<file path="src/rtl/lsfe_pkg.sv">
// Shared types and constants for the LED strip frame encoder.
// Used by the front, queue, back and top-level modules; depends on nothing else.
package lsfe_pkg;

	localparam logic [7:0] HDR_BASE     = 8'hE0;
	localparam logic [7:0] BRIGHT_RESET = 8'd22;
	localparam logic [7:0] START_BYTE   = 8'h00;
	localparam logic [7:0] END_BYTE     = 8'hFF;
	localparam logic [7:0] WHEEL_SEG1   = 8'd85;
	localparam logic [7:0] WHEEL_SEG2   = 8'd170;
	localparam logic [7:0] FULL_SCALE   = 8'd255;

	localparam int START_BYTES   = 4;
	localparam int END_BYTES     = 4;
	localparam int BYTES_PER_LED = 4;

	localparam int QUEUE_DEPTH = 2;
	localparam int QPTR_W      = $clog2(QUEUE_DEPTH);
	localparam int QCNT_W      = $clog2(QUEUE_DEPTH + 1);

	typedef enum logic [1:0] {
		SEL_HDR   = 2'd0,
		SEL_BLUE  = 2'd1,
		SEL_GREEN = 2'd2,
		SEL_RED   = 2'd3
	} byte_sel_t;

	typedef struct packed {
		logic       rainbow;
		logic [3:0] lit_led;
		logic [7:0] hdr_on;
		logic [7:0] red;
		logic [7:0] green;
		logic [7:0] blue;
	} frame_desc_t;

	typedef struct packed {
		logic empty;
		logic full;
	} queue_status_t;

endpackage

</file>
<file path="src/rtl/lsfe_front.sv">
// Front end of the LED strip frame encoder: brightness register, color wheel state,
// and per-item frame descriptor built at accept. Depends on lsfe_pkg.
module lsfe_front (
	input  logic                  clk,
	input  logic                  arst_n,
	input  logic                  cfg_valid,
	output logic                  cfg_ready,
	input  logic [7:0]            brightness,
	input  logic                  item_valid,
	output logic                  item_stall,
	input  logic                  mode,
	input  logic [7:0]            red,
	input  logic [7:0]            green,
	input  logic [7:0]            blue,
	input  logic [3:0]            lit_led,
	input  lsfe_pkg::queue_status_t q_status,
	output logic                  push,
	output lsfe_pkg::frame_desc_t push_desc
);
	import lsfe_pkg::*;

	logic [7:0] bright_q;
	logic [7:0] wheel_pos_q;
	logic [7:0] p;
	logic [7:0] q;
	logic [9:0] q3_wide;
	logic [7:0] u;
	logic [7:0] w_red;
	logic [7:0] w_green;
	logic [7:0] w_blue;

	assign cfg_ready  = 1'b1;
	assign item_stall = q_status.full;
	assign push       = item_valid && !q_status.full;

	always_comb begin
		p = FULL_SCALE - wheel_pos_q;
		if (p < WHEEL_SEG1) begin
			q = p;
		end else if (p < WHEEL_SEG2) begin
			q = p - WHEEL_SEG1;
		end else begin
			q = p - WHEEL_SEG2;
		end
		q3_wide = {2'b00, q} + {1'b0, q, 1'b0};
		u = q3_wide[7:0];
		if (p < WHEEL_SEG1) begin
			w_red   = FULL_SCALE - u;
			w_green = 8'd0;
			w_blue  = u;
		end else if (p < WHEEL_SEG2) begin
			w_red   = 8'd0;
			w_green = u;
			w_blue  = FULL_SCALE - u;
		end else begin
			w_red   = u;
			w_green = FULL_SCALE - u;
			w_blue  = 8'd0;
		end
	end

	always_comb begin
		push_desc.rainbow = mode;
		push_desc.lit_led = lit_led;
		push_desc.hdr_on  = HDR_BASE | {3'b000, bright_q[7:3]};
		push_desc.red     = mode ? w_red   : red;
		push_desc.green   = mode ? w_green : green;
		push_desc.blue    = mode ? w_blue  : blue;
	end

	always_ff @(posedge clk or negedge arst_n) begin
		if (!arst_n) begin
			bright_q    <= BRIGHT_RESET;
			wheel_pos_q <= 8'd0;
		end else begin
			if (cfg_valid && cfg_ready) begin
				bright_q <= brightness;
			end
			if (push && mode) begin
				wheel_pos_q <= wheel_pos_q + 8'd1;
			end
		end
	end

endmodule

</file>
<file path="src/rtl/lsfe_queue.sv">
// Two-entry descriptor queue between the front and back of the frame encoder.
// Depends on lsfe_pkg for the descriptor type and depth.
module lsfe_queue (
	input  logic                    clk,
	input  logic                    arst_n,
	input  logic                    push,
	input  lsfe_pkg::frame_desc_t   push_desc,
	input  logic                    pop,
	output lsfe_pkg::frame_desc_t   head,
	output lsfe_pkg::queue_status_t status
);
	import lsfe_pkg::*;

	frame_desc_t       entry_q [QUEUE_DEPTH];
	logic [QPTR_W-1:0] wr_ptr_q;
	logic [QPTR_W-1:0] rd_ptr_q;
	logic [QCNT_W-1:0] count_q;

	assign head         = entry_q[rd_ptr_q];
	assign status.empty = (count_q == QCNT_W'(0));
	assign status.full  = (count_q == QCNT_W'(QUEUE_DEPTH));

	always_ff @(posedge clk) begin
		if (push) begin
			entry_q[wr_ptr_q] <= push_desc;
		end
	end

	always_ff @(posedge clk or negedge arst_n) begin
		if (!arst_n) begin
			wr_ptr_q <= '0;
			rd_ptr_q <= '0;
			count_q  <= '0;
		end else begin
			if (push) begin
				wr_ptr_q <= wr_ptr_q + QPTR_W'(1);
			end
			if (pop) begin
				rd_ptr_q <= rd_ptr_q + QPTR_W'(1);
			end
			if (push && !pop) begin
				count_q <= count_q + QCNT_W'(1);
			end else if (pop && !push) begin
				count_q <= count_q - QCNT_W'(1);
			end
		end
	end

endmodule

</file>
<file path="src/rtl/lsfe_back.sv">
// Back end of the frame encoder: walks one refresh byte by byte from the queue head
// into a registered output beat. Depends on lsfe_pkg.
module lsfe_back #(
	parameter int NUM_LEDS = 3
) (
	input  logic                    clk,
	input  logic                    arst_n,
	input  lsfe_pkg::frame_desc_t   head,
	input  lsfe_pkg::queue_status_t q_status,
	output logic                    pop,
	output logic                    byte_valid,
	input  logic                    byte_stall,
	output logic [7:0]              spi_byte,
	output logic                    last
);
	import lsfe_pkg::*;

	localparam int FRAME_BYTES = START_BYTES + BYTES_PER_LED * NUM_LEDS + END_BYTES;
	localparam int CNT_W       = $clog2(FRAME_BYTES);
	localparam int LED_W       = CNT_W - 2;

	logic [CNT_W-1:0] cnt_q;
	logic [CNT_W-1:0] rel;
	logic [LED_W-1:0] led_idx;
	byte_sel_t        sel;
	logic             advance;
	logic             emit;
	logic             is_last;
	logic             led_on;
	logic [7:0]       next_byte;
	logic             valid_q;
	logic [7:0]       byte_q;
	logic             last_q;

	assign advance    = !valid_q || !byte_stall;
	assign emit       = advance && !q_status.empty;
	assign is_last    = (cnt_q == CNT_W'(FRAME_BYTES - 1));
	assign pop        = emit && is_last;
	assign byte_valid = valid_q;
	assign spi_byte   = byte_q;
	assign last       = last_q;

	always_comb begin
		rel     = cnt_q - CNT_W'(START_BYTES);
		led_idx = rel[CNT_W-1:2];
		sel     = byte_sel_t'(rel[1:0]);
		led_on  = head.rainbow || (head.lit_led == 4'(led_idx));
		if (cnt_q < CNT_W'(START_BYTES)) begin
			next_byte = START_BYTE;
		end else if (cnt_q >= CNT_W'(START_BYTES + BYTES_PER_LED * NUM_LEDS)) begin
			next_byte = END_BYTE;
		end else begin
			case (sel)
				SEL_HDR:   next_byte = led_on ? head.hdr_on : HDR_BASE;
				SEL_BLUE:  next_byte = head.blue;
				SEL_GREEN: next_byte = head.green;
				SEL_RED:   next_byte = head.red;
				default:   next_byte = HDR_BASE;
			endcase
		end
	end

	always_ff @(posedge clk or negedge arst_n) begin
		if (!arst_n) begin
			valid_q <= 1'b0;
			cnt_q   <= '0;
		end else begin
			if (advance) begin
				valid_q <= !q_status.empty;
			end
			if (emit) begin
				cnt_q <= is_last ? '0 : cnt_q + CNT_W'(1);
			end
		end
	end

	always_ff @(posedge clk) begin
		if (emit) begin
			byte_q <= next_byte;
			last_q <= is_last;
		end
	end

`ifndef SYNTHESIS
	a_cnt_range: assert property (@(posedge clk) disable iff (!arst_n)
		cnt_q < CNT_W'(FRAME_BYTES - 1) || cnt_q == CNT_W'(FRAME_BYTES - 1))
		else $error("byte counter beyond frame length");
	a_last_is_end: assert property (@(posedge clk) disable iff (!arst_n)
		valid_q && last_q |-> byte_q == END_BYTE)
		else $error("last beat is not an end-frame byte");
	a_frame_has_desc: assert property (@(posedge clk) disable iff (!arst_n)
		cnt_q != '0 |-> !q_status.empty)
		else $error("frame in progress without a queued descriptor");
	a_pop_wraps: assert property (@(posedge clk) disable iff (!arst_n)
		pop |=> cnt_q == '0)
		else $error("counter did not restart after the final byte");
`endif

endmodule

</file>
<file path="src/rtl/led_strip_frame_encoder_unit.sv">
// Top level of the LED strip frame encoder: front, descriptor queue and byte sequencer.
// Depends on lsfe_pkg, lsfe_front, lsfe_queue and lsfe_back.
//
// Each accepted item produces one refresh of 8 + 4*NUM_LEDS bytes (20 at the default of
// three LEDs): four zero bytes, a header and blue, green, red for each LED, then four 0xFF
// bytes with last set on the final one. The byte sequencer issues one beat per cycle unless
// byte_stall holds the output or the queue is empty; a two-entry descriptor queue lets
// the input side accept up to two items ahead of the byte being sent. Static items color
// every LED but give the brightness only to the LED at lit_led; rainbow items take their
// color from the wheel position and advance it by one. The brightness register is always
// ready and should only be written while the block is idle.
module led_strip_frame_encoder_unit #(
	parameter int NUM_LEDS = 3
) (
	input  logic       clk,
	input  logic       arst_n,
	input  logic       cfg_valid,
	output logic       cfg_ready,
	input  logic [7:0] brightness,
	input  logic       item_valid,
	output logic       item_stall,
	input  logic       mode,
	input  logic [7:0] red,
	input  logic [7:0] green,
	input  logic [7:0] blue,
	input  logic [3:0] lit_led,
	output logic       byte_valid,
	input  logic       byte_stall,
	output logic [7:0] spi_byte,
	output logic       last
);
	import lsfe_pkg::*;

	frame_desc_t   push_desc;
	frame_desc_t   head;
	queue_status_t q_status;
	logic          push;
	logic          pop;

	lsfe_front u_front (
		.clk        (clk),
		.arst_n     (arst_n),
		.cfg_valid  (cfg_valid),
		.cfg_ready  (cfg_ready),
		.brightness (brightness),
		.item_valid (item_valid),
		.item_stall (item_stall),
		.mode       (mode),
		.red        (red),
		.green      (green),
		.blue       (blue),
		.lit_led    (lit_led),
		.q_status   (q_status),
		.push       (push),
		.push_desc  (push_desc)
	);

	lsfe_queue u_queue (
		.clk       (clk),
		.arst_n    (arst_n),
		.push      (push),
		.push_desc (push_desc),
		.pop       (pop),
		.head      (head),
		.status    (q_status)
	);

	lsfe_back #(
		.NUM_LEDS (NUM_LEDS)
	) u_back (
		.clk        (clk),
		.arst_n     (arst_n),
		.head       (head),
		.q_status   (q_status),
		.pop        (pop),
		.byte_valid (byte_valid),
		.byte_stall (byte_stall),
		.spi_byte   (spi_byte),
		.last       (last)
	);

endmodule
</file>
<file path="config.mk">
export PLATFORM = sky130hd
export DESIGN_NAME = led_strip_frame_encoder_unit
export DESIGN_NICKNAME = d
export VERILOG_FILES = /design/src/rtl/lsfe_pkg.sv /design/src/rtl/lsfe_front.sv /design/src/rtl/lsfe_queue.sv /design/src/rtl/lsfe_back.sv /design/src/rtl/led_strip_frame_encoder_unit.sv
export SDC_FILE = /design/constraint.sdc
export NUM_CORES = 1
export LEC_CHECK = 0
export ABC_AREA = 1
export BUFFER_PORTS_ARGS = -buffer_cell sky130_fd_sc_hd__clkbuf_2
export CORE_ASPECT_RATIO = 0.9
export CORE_MARGIN = 4
export CORE_UTILIZATION = 50
export DETAILED_ROUTE_END_ITERATION = 8
export PLACE_DENSITY_LB_ADDON = 0.1
export SETUP_SLACK_MARGIN = 0.1
export SYNTH_ARGS = -nofsm -noshare
export SYNTH_HDL_FRONTEND = slang
export SYNTH_SLANG_ARGS = --single-unit
</file>
<file path="constraint.sdc">
create_clock -name clk -period 6.1 [get_ports clk]
set_clock_uncertainty 0.15 [all_clocks]
set_input_delay 0.305 -clock clk [delete_from_list [all_inputs] [get_ports clk]]
set_output_delay 0.305 -clock clk [all_outputs]
set_load 0.05 [all_outputs]
</file>
## Word level (Yosys, flattened, before mapping)

Memories as Yosys holds them, arrays and structs flattened.
Cells that the tools add are included.

- Equality and inequality tests: 6
- $lt $le $gt $ge: 4
- Add/subtract/negate cells: 12
- Reductions and logical operators: 17
- Muxes and demuxes: 19

Operators with widths:

| operator | count |
|---|---|
| 8-bit two-way mux | 13 |
| 8-bit one-hot mux with 4 select lines | 1 |
| 8-bit subtractor (first input constant) | 2 |
| 8-bit by 1-bit adder with 8-bit output (second input constant) | 1 |
| 8-bit adder | 1 |
| 8-bit by 7-bit less-than comparator with 1-bit output (second input constant) | 1 |
| 8-bit less-than comparator (second input constant) | 1 |
| 8-bit by 7-bit subtractor with 8-bit output (second input constant) | 1 |
| 8-bit subtractor (second input constant) | 1 |
| 2-bit equality test (second input constant) | 3 |
| 1-bit logical AND | 6 |
| 1-bit logical NOT | 6 |
| 5-bit by 1-bit adder with 5-bit output (second input constant) | 1 |
| 5-bit equality test (second input constant) | 1 |
| 5-bit greater-or-equal comparator (second input constant) | 1 |
| 5-bit by 3-bit less-than comparator with 1-bit output (second input constant) | 1 |
| 5-bit two-way mux | 1 |
| 5-bit by 3-bit subtractor with 5-bit output (second input constant) | 1 |
| 4-bit by 3-bit equality test with 1-bit output | 1 |
| 2-bit logical NOT | 2 |
| 2-bit two-way mux | 2 |
| 1-bit adder (second input constant) | 2 |
| 2-bit by 1-bit adder with 2-bit output (second input constant) | 1 |
| 2-bit by 1-bit equality test with 1-bit output (second input constant) | 1 |
| 4 further kinds | 6 |

- Register bits: 35
- Bits in writable memories: 68
- Logic and storage cells: 68
- Bits of input ports: 42
- Memories: 1

Memory list:

| memory | words | bits a word | read ports | clocked after memory_dff | write ports | RTL line | RTL |
|---|---|---|---|---|---|---|---|
| u_queue.entry_q | 2 | 34 | 1 | 0 | 1 | lsfe_queue.sv:14 | `frame_desc_t entry_q [QUEUE_DEPTH];` |

## Longest topological paths before layout

Gate-level depths: netlist of the first run.

- Depth in word-level cells: 9
- Gate-level depth with buffers: 24
- Gate-level depth less buffers: 23

## By module

From an unflattened synthesis of the first run, not the netlist that was laid out.

- Cells, all modules: 567
- Area, all modules: 5920.7 um^2

By module, submodules not included:

| module | area an instance (um^2) | cells an instance | instances | seq. area each (um^2) |
|---|---|---|---|---|
| lsfe_queue | 2959.1 | 140 | 1 | 2322.2 |
| lsfe_front | 1896.8 | 283 | 1 | 326.6 |
| lsfe_back | 1064.8 | 144 | 1 | 420.4 |

## Worst setup path before layout of the first run

OpenSTA, ideal clock, no wires.

- Path type: register to register
- Start point: register u_front.wheel_pos_q[1]
- End point: memory u_queue.entry_q[0][23] (netlist bit), data pin
- Setup slack: 2.713 ns
- Path buffers: 1
- Arrival: 2.981 ns
- Setup time: 0.256 ns
- Stages on the path, launching flop included: 22
- Data required time: 5.694 ns
- Cell sequence: dfrtp_1 > ha_1 > o21ai_0 > nand2_1 > nand2_2 > buf_2 > nor2_1 > a221oi_2 > ha_1 > inv_1 > fa_1 > inv_1 > nand4_1 > nand3_1 > inv_1 > nand2_1 > nand2_1 > ha_1 > nor2_1 > nor2_1 > nand2_1 > nand2_1

RTL lines:

| item | RTL line | RTL |
|---|---|---|
| from (decl) | lsfe_front.sv:23 | `logic [7:0] wheel_pos_q;` |
| from (signal assigned) | lsfe_front.sv:80 | `wheel_pos_q <= wheel_pos_q + 8'd1;` |
| to (decl) | lsfe_queue.sv:14 |  |

==> reports/qor.txt, run 1 <==
Final HPWL DP: 7740 µm
width of the die: 116 µm
vias in the first global route: 3877
final hold slack: 0.0321 ns
drt initial violations: 209
CP Launch Type: register
Yosys warning count: 0
CTS root buffer: clkbuf_16
Mapped Cells: 538
post-synthesis xor/xnor area fraction: 3.48%
Core ar.: 10300 µm²
Post-Syn Area: 5290 µm²
row count: 35
num ports: 54
final instance area: 5970 µm²
Max H-tree Level: 3
layout cells sized above 1: 15.5%
Yosys top cell by area: edfxtp_1
Clock transition at path regs: 0.07 ns
Post-Synth Adder-Cell Area: 7.95%
max-cap violations: 0
via count: 3799
Crit Path Class: register to register
WP data arrival: 4.06 ns
Syn-to-layout area delta: 12.8%
top cell type's share of synthesized area: 43.7%
worst-skew pair later-pin latency: 0.34 ns
die height: 106 µm
Req. time, crit path: 6.04 ns
#FFs+latches synth: 100
largest net degree at the start of global routing: 36
total power: 3.27 mW
ranking of synthesized cells by area: edfxtp_1, dfrtp_1, ha_1, nand2_1, nor2_1
first-pass GRT wire length: 18600 µm
Critical Path Fanout Max: 21
clock period minus worst slack: 4.13 ns
port bufs: 49
setup violators final: 0
syn nets: 613
starting density of the core: 51.4%
worst hold path class: primary input to register
die area: 12300 µm²
Final Hold Viols: 0
wire length per cell: 15.3 µm
antenna fix cells: 0
area occupied by multi-input gates: 2120 µm²
Power Density: 547 nW/µm²
Total Wirelength: 11000 µm
average size of a mapped cell: 9.83 µm²
initial antenna violation count: 0
Peak Freq: 242 MHz
mux cell area share after synthesis: 1.25%
Synth cell types: 43
Synth Area in Simple Gates: 17.2%
GR Overflow Total: 0
CTS Buffer Depth: 2
setup TNS: 0 ns
vias per cell: 5.27
Leak: 2.62 nW
RSZ-0062 raised after global routing: false
period utilization: 67.7%
Final Max Tran Viols: 0
sequential fraction of the synthesis area: 54.6%
final core occ: 58.0%
DP Area: 5620 µm²
Sink Count: 100
Total Nets Final: 662
Worst-Margin Slew: 0.959 ns
gr usage total: 19.4%
remaining antenna violation count: 0
Synth Area in Compound Gates: 10.1%
peak supply drop: 0.297 mV
main combinational cell family by area after synthesis: simple AND/OR/NAND/NOR gates
drt drc: 0
CTS tree: yes
Num CTS Buffers: 9
register area: 2890 µm²
outcome: finished clean
Layout fillers: 916
Pre-Repair DR Iteration Count: 4
routability congestion estimate: 0.842
Critical Path End Type: register
R2R Setup Slk: 1.97 ns
relative slew slack: 35.6%
-- cell usage in the layout (no fill, tap or decap), types with 4 or more instances in the layout --
cell,n
clkbuf_16,9
clkbuf_2,49
xor2_1,15
dfrtp_1,22
o21ai_0,47
inv_2,4
ha_1,32
nand3_1,27
a21oi_1,27
edfxtp_1,77
inv_1,41
mux2_2,5
xnor2_1,6
nand2_1,98
dlygate4sd3_1,5
o221ai_1,5
nand4_1,4
nor2_1,76
-- kinds of logic (layout without fill, tap and decap cells) --
kind of cell	count (synthesis)	after routing
fa+ha+maj	33	33
flops	100	100
buf+inv	66	120
simple gates	218	218
compound gates	93	93
xor+xnor	21	21
mux	6	6
other cells	1	1
-- metal layers --
metal	track usage (%)	vias to the layer above	part of all wire, %
met5	0	-	0
met4	5.39	0	0.86
met3	4.25	8	4.2
met2	33.0	68	49
met1	24.9	1802	46
li1	-	1921	-
-- area by class of cell --
cell class                      instances  area share (%)
Sequential cell                       100            48.4
Multi-Input combinational cell        372            35.6
Timing Repair Buffer                   57            5.32
Clock buffer                            9            3.77
Inverter                               47            2.98
Tap cell                              129            2.70
Clock inverter                          7            1.26
-- stage by stage --
step           cells  setup slack, ns
6_report         721             1.97
5_1_grt          721             1.61
4_1_cts          721             1.97
3_5_place_dp     700             2.02
3_3_place_gp     700             2.10
2_1_floorplan    538             2.71
-- registers in the layout, indices dropped and copies added (netlist names) --
name                 count
u_back.last              1
u_front.wheel_pos_q      8
u_front.bright_q         5
u_queue.count_q          2
u_queue.rd_ptr_q         1
u_back.spi_byte          8
u_queue.wr_ptr_q         1
u_back.cnt_q             5
u_back.byte_valid        1
u_queue.entry_q         68
-- worst paths after layout --
| path | cells past startpoint | startpoint | endpoint |
|---|---|---|---|
| worst max-delay path | 22 | u_front.wheel_pos_q[0] | u_queue.entry_q[1][23] |
| worst min-delay path | 3 | byte_stall | u_back.byte_valid |
| max in group asynchronous | 2 | arst_n | u_front.bright_q[5] |
| min in group asynchronous | 2 | arst_n | u_queue.count_q[1] |
| worst min register to register | 0 | u_front.bright_q[7] | u_queue.entry_q[0][28] |
| worst max register to register | 22 | u_front.wheel_pos_q[0] | u_queue.entry_q[1][23] |
-- what timing repair did --
action                    CTS  global route
buffers inserted            0             0
hold buffers                5             0
resized for setup           0             0
hold endpoints to repair   30             0
-- where the power goes --
part	total [mW]	switching [mW]	internal (mW)
sequential	1.17	0.121	1.05
combinational	1.52	1.02	0.499
clock	0.581	0.259	0.321
total	3.27	1.40	1.87
-- worst max-delay path, stage by stage, from the launching register on --
cell	delay, ns
dfrtp_1	0.50
ha_1	0.28
o21ai_0	0.26
nand2_1	0.11
nand2_2	0.35
nand2_4	0.14
inv_1	0.19
nand2_1	0.07
o211ai_1	0.08
inv_1	0.09
ha_1	0.34
inv_1	0.07
o21ai_0	0.25
nand3_1	0.11
nand3_1	0.14
inv_1	0.07
nand2_1	0.08
nand2_1	0.05
ha_1	0.17
nor2_1	0.11
nor2_1	0.05
nand2_1	0.11
nand2_1	0.08
-- Yosys cell counts (all sizes together) --
cell and count:
conb 1, nand4 4, nand3b 2, xor2 15, inv 45, fa 1
buf 14, ha 32, a41oi 3, nor2 79, xnor2 6, o22a 1
dfstp 1, nor3 2, nand3 28, mux2 5, mux2i 1, nand2 103
o221ai 5, o22ai 1, a21oi 28, o211ai 3, edfxtp 77, a22o 1
clkinv 2, a221oi 1, clkbuf 5, o21ai 49, dfrtp 22, a31oi 1
Note: power is estimated with default switching activity, not from simulation.
==> inputs of run 2 (changes only) <==
==> constraint.sdc (replaced) <==
create_clock -name clk -period 3.85 [get_ports clk]
set_clock_uncertainty 0.15 [all_clocks]
set_input_delay 0.1925 -clock clk [delete_from_list [all_inputs] [get_ports clk]]
set_output_delay 0.1925 -clock clk [all_outputs]
set_load 0.05 [all_outputs]
==> reports/qor.txt, run 2 (same netlist as run 1, synthesis figures left out) <==
max reg flops: 68 (unchanged)
CP Launch Type: register (unchanged)
Leak: 2.74 nW (was 2.62 nW)
vias per cell: 5.21 (was 5.27)
drt drc: 0 (unchanged)
Final Hold Viols: 0 (unchanged)
wire length per cell: 15.4 µm (was 15.3 µm)
gr usage total: 19.8% (was 19.4%)
CTS root buffer: clkbuf_16 (unchanged)
DP Area: 5660 µm² (was 5620 µm²)
worst hold path class: primary input to register (unchanged)
Syn-to-layout area delta: 18.2% (was 12.8%)
Max H-tree Level: 3 (unchanged)
clock period minus worst slack: 3.50 ns (was 4.13 ns)
Worst-Margin Slew: 1.00 ns (was 0.959 ns)
width of the die: 116 µm (unchanged)
setup TNS: 0 ns (unchanged)
RSZ-0062 raised after global routing: false (unchanged)
GR Overflow Total: 0 (unchanged)
via count: 3877 (was 3799)
Total Nets Final: 685 (was 662)
Num CTS Buffers: 9 (unchanged)
CTS tree: yes (unchanged)
remaining antenna violation count: 0 (unchanged)
largest register by flop count: u_queue.entry_q (unchanged)
max-cap violations: 0 (unchanged)
num ports: 54 (unchanged)
relative slew slack: 32.9% (was 35.6%)
crit path launch: u_front.wheel_pos_q[1] (was u_front.wheel_pos_q[0])
r2r startpoint: u_front.wheel_pos_q[1] (was u_front.wheel_pos_q[0])
Crit Path Class: register to register (unchanged)
Final HPWL DP: 8000 µm (was 7740 µm)
worst-skew pair later-pin latency: 0.35 ns (was 0.34 ns)
antenna fix cells: 0 (unchanged)
Core ar.: 10300 µm² (unchanged)
setup violators final: 0 (unchanged)
reg2reg path depth: 21 (was 22)
R2R Setup Slk: 0.35 ns (was 1.97 ns)
Peak Freq: 286 MHz (was 242 MHz)
peak supply drop: 0.574 mV (was 0.297 mV)
Final Max Tran Viols: 0 (unchanged)
final core occ: 60.7% (was 58.0%)
layout cells sized above 1: 18.9% (was 15.5%)
Total Wirelength: 11500 µm (was 11000 µm)
largest net degree at the start of global routing: 36 (unchanged)
initial antenna violation count: 0 (unchanged)
Clock transition at path regs: 0.07 ns (about the same)
period utilization: 90.9% (was 67.7%)
most frequent cells in the layout: nand2_1, edfxtp_1, nor2_1 (unchanged)
starting density of the core: 51.4% (unchanged)
Req. time, crit path: 3.80 ns (was 6.04 ns)
row count: 35 (unchanged)
commonest non-fill, non-tap cell in the layout: nand2_1 (unchanged)
Sink Count: 100 (unchanged)
Pre-Repair DR Iteration Count: 4 (unchanged)
CTS Buffer Depth: 2 (unchanged)
drt initial violations: 155 (was 209)
first-pass GRT wire length: 18600 µm (about the same)
CP endpoint: u_queue.entry_q[1][23] (unchanged)
outcome: finished clean (unchanged)
Critical Path Fanout Max: 7 (was 21)
routability congestion estimate: 0.852 (was 0.842)
vias in the first global route: 3820 (was 3877)
Power Density: 867 nW/µm² (was 547 nW/µm²)
placed cells: 706 (was 700)
Layout fillers: 879 (was 916)
Final Non-Filler Cells: 744 (was 721)
worst reg2reg path endpoint: u_queue.entry_q[1][23] (unchanged)
port bufs: 49 (unchanged)
WP data arrival: 3.45 ns (was 4.06 ns)
Critical Path End Type: register (unchanged)
final instance area: 6250 µm² (was 5970 µm²)
die height: 106 µm (unchanged)
die area: 12300 µm² (unchanged)
run 2: cell count changes in the layout (fill, tap and decap cells not counted), sizes merged:
cell         delta
buf            +13
bufinv          +1
clkbuf          +2
clkinv          -1
clkinvlp        -1
dlygate4sd3    +10
inv             -1
run 2: what timing repair did:
action / 4_1_cts / 5_1_grt
endpoints found under the hold margin: 44 / 0
pin swaps: 0 / 2
setup buffers: 0 / 7
endpoints found under the setup margin: 10 / 24
gates resized for setup: 3 / 15
hold buffers: 15 / 0
run 2: worst max-delay path: stages (launching register included):
cell and delay, ns:
dfrtp_2 0.47, nand2_1 0.12, nand2_1 0.08, nand3_1 0.12
nand2_4 0.12, nand2_8 0.11, inv_2 0.07, a221oi_4 0.29
ha_2 0.23, inv_1 0.05, fa_1 0.40, inv_1 0.09
nand4_1 0.10, nand3_1 0.15, inv_1 0.07, nand2_1 0.08
nand2_1 0.05, ha_1 0.17, nor2_1 0.10, nor2_1 0.04
nand2_1 0.10, nand2_1 0.07
run 2: metrics by stage:
stage          total power [mW]  hold slack, ns  worst slack (ns)
3_5_place_dp               4.33           0.119            0.0774
4_1_cts                    5.37          0.0190             0.159
2_1_floorplan              3.73          -0.253             0.463
6_report                   5.42          0.0258             0.350
3_3_place_gp               4.25           0.101             0.165
5_1_grt                    5.88          0.0293            0.0668
run 2: routing by layer:
| metal | part of all wire, % | GRT usage (%) |
|---|---|---|
| met2 | 50 | 33.3 |
| met3 | 3.9 | 4.59 |
| met5 | 0 | 0 |
| met4 | 1.8 | 7.21 |
| met1 | 44 | 24.7 |
run 2: layout make-up:
type                            count  area [µm²]  share of cell area, %
Clock buffer                       11         243                   3.88
Clock inverter                      5        82.6                   1.32
Inverter                           47         178                   2.84
Multi-Input combinational cell    372        2180                   34.8
Sequential cell                   100        2890                   46.3
Tap cell                          129         161                   2.58
Timing Repair Buffer               80         515                   8.25
run 2: how the worst min path moves through the flow:
stage	start	end	slack [ns]	cells after the start
final	blue[7]	u_queue.entry_q[0][7]	0.03	3
after detailed placement	arst_n	u_back.byte_valid	0.12	1
after floorplan	arst_n	u_back.byte_valid	-0.25	0
after CTS	green[1]	u_queue.entry_q[1][9]	0.02	3
after global placement	arst_n	u_back.byte_valid	0.10	1
after global routing	red[1]	u_queue.entry_q[0][17]	0.03	3
run 2: power breakdown:
part / total (mW) / leakage, nW / internal (mW) / switching [mW]
clock: 0.988 / 0.160 / 0.590 / 0.398
sequential: 1.84 / 0.978 / 1.66 / 0.179
combinational: 2.59 / 1.60 / 0.893 / 1.70
total: 5.42 / 2.74 / 3.15 / 2.27
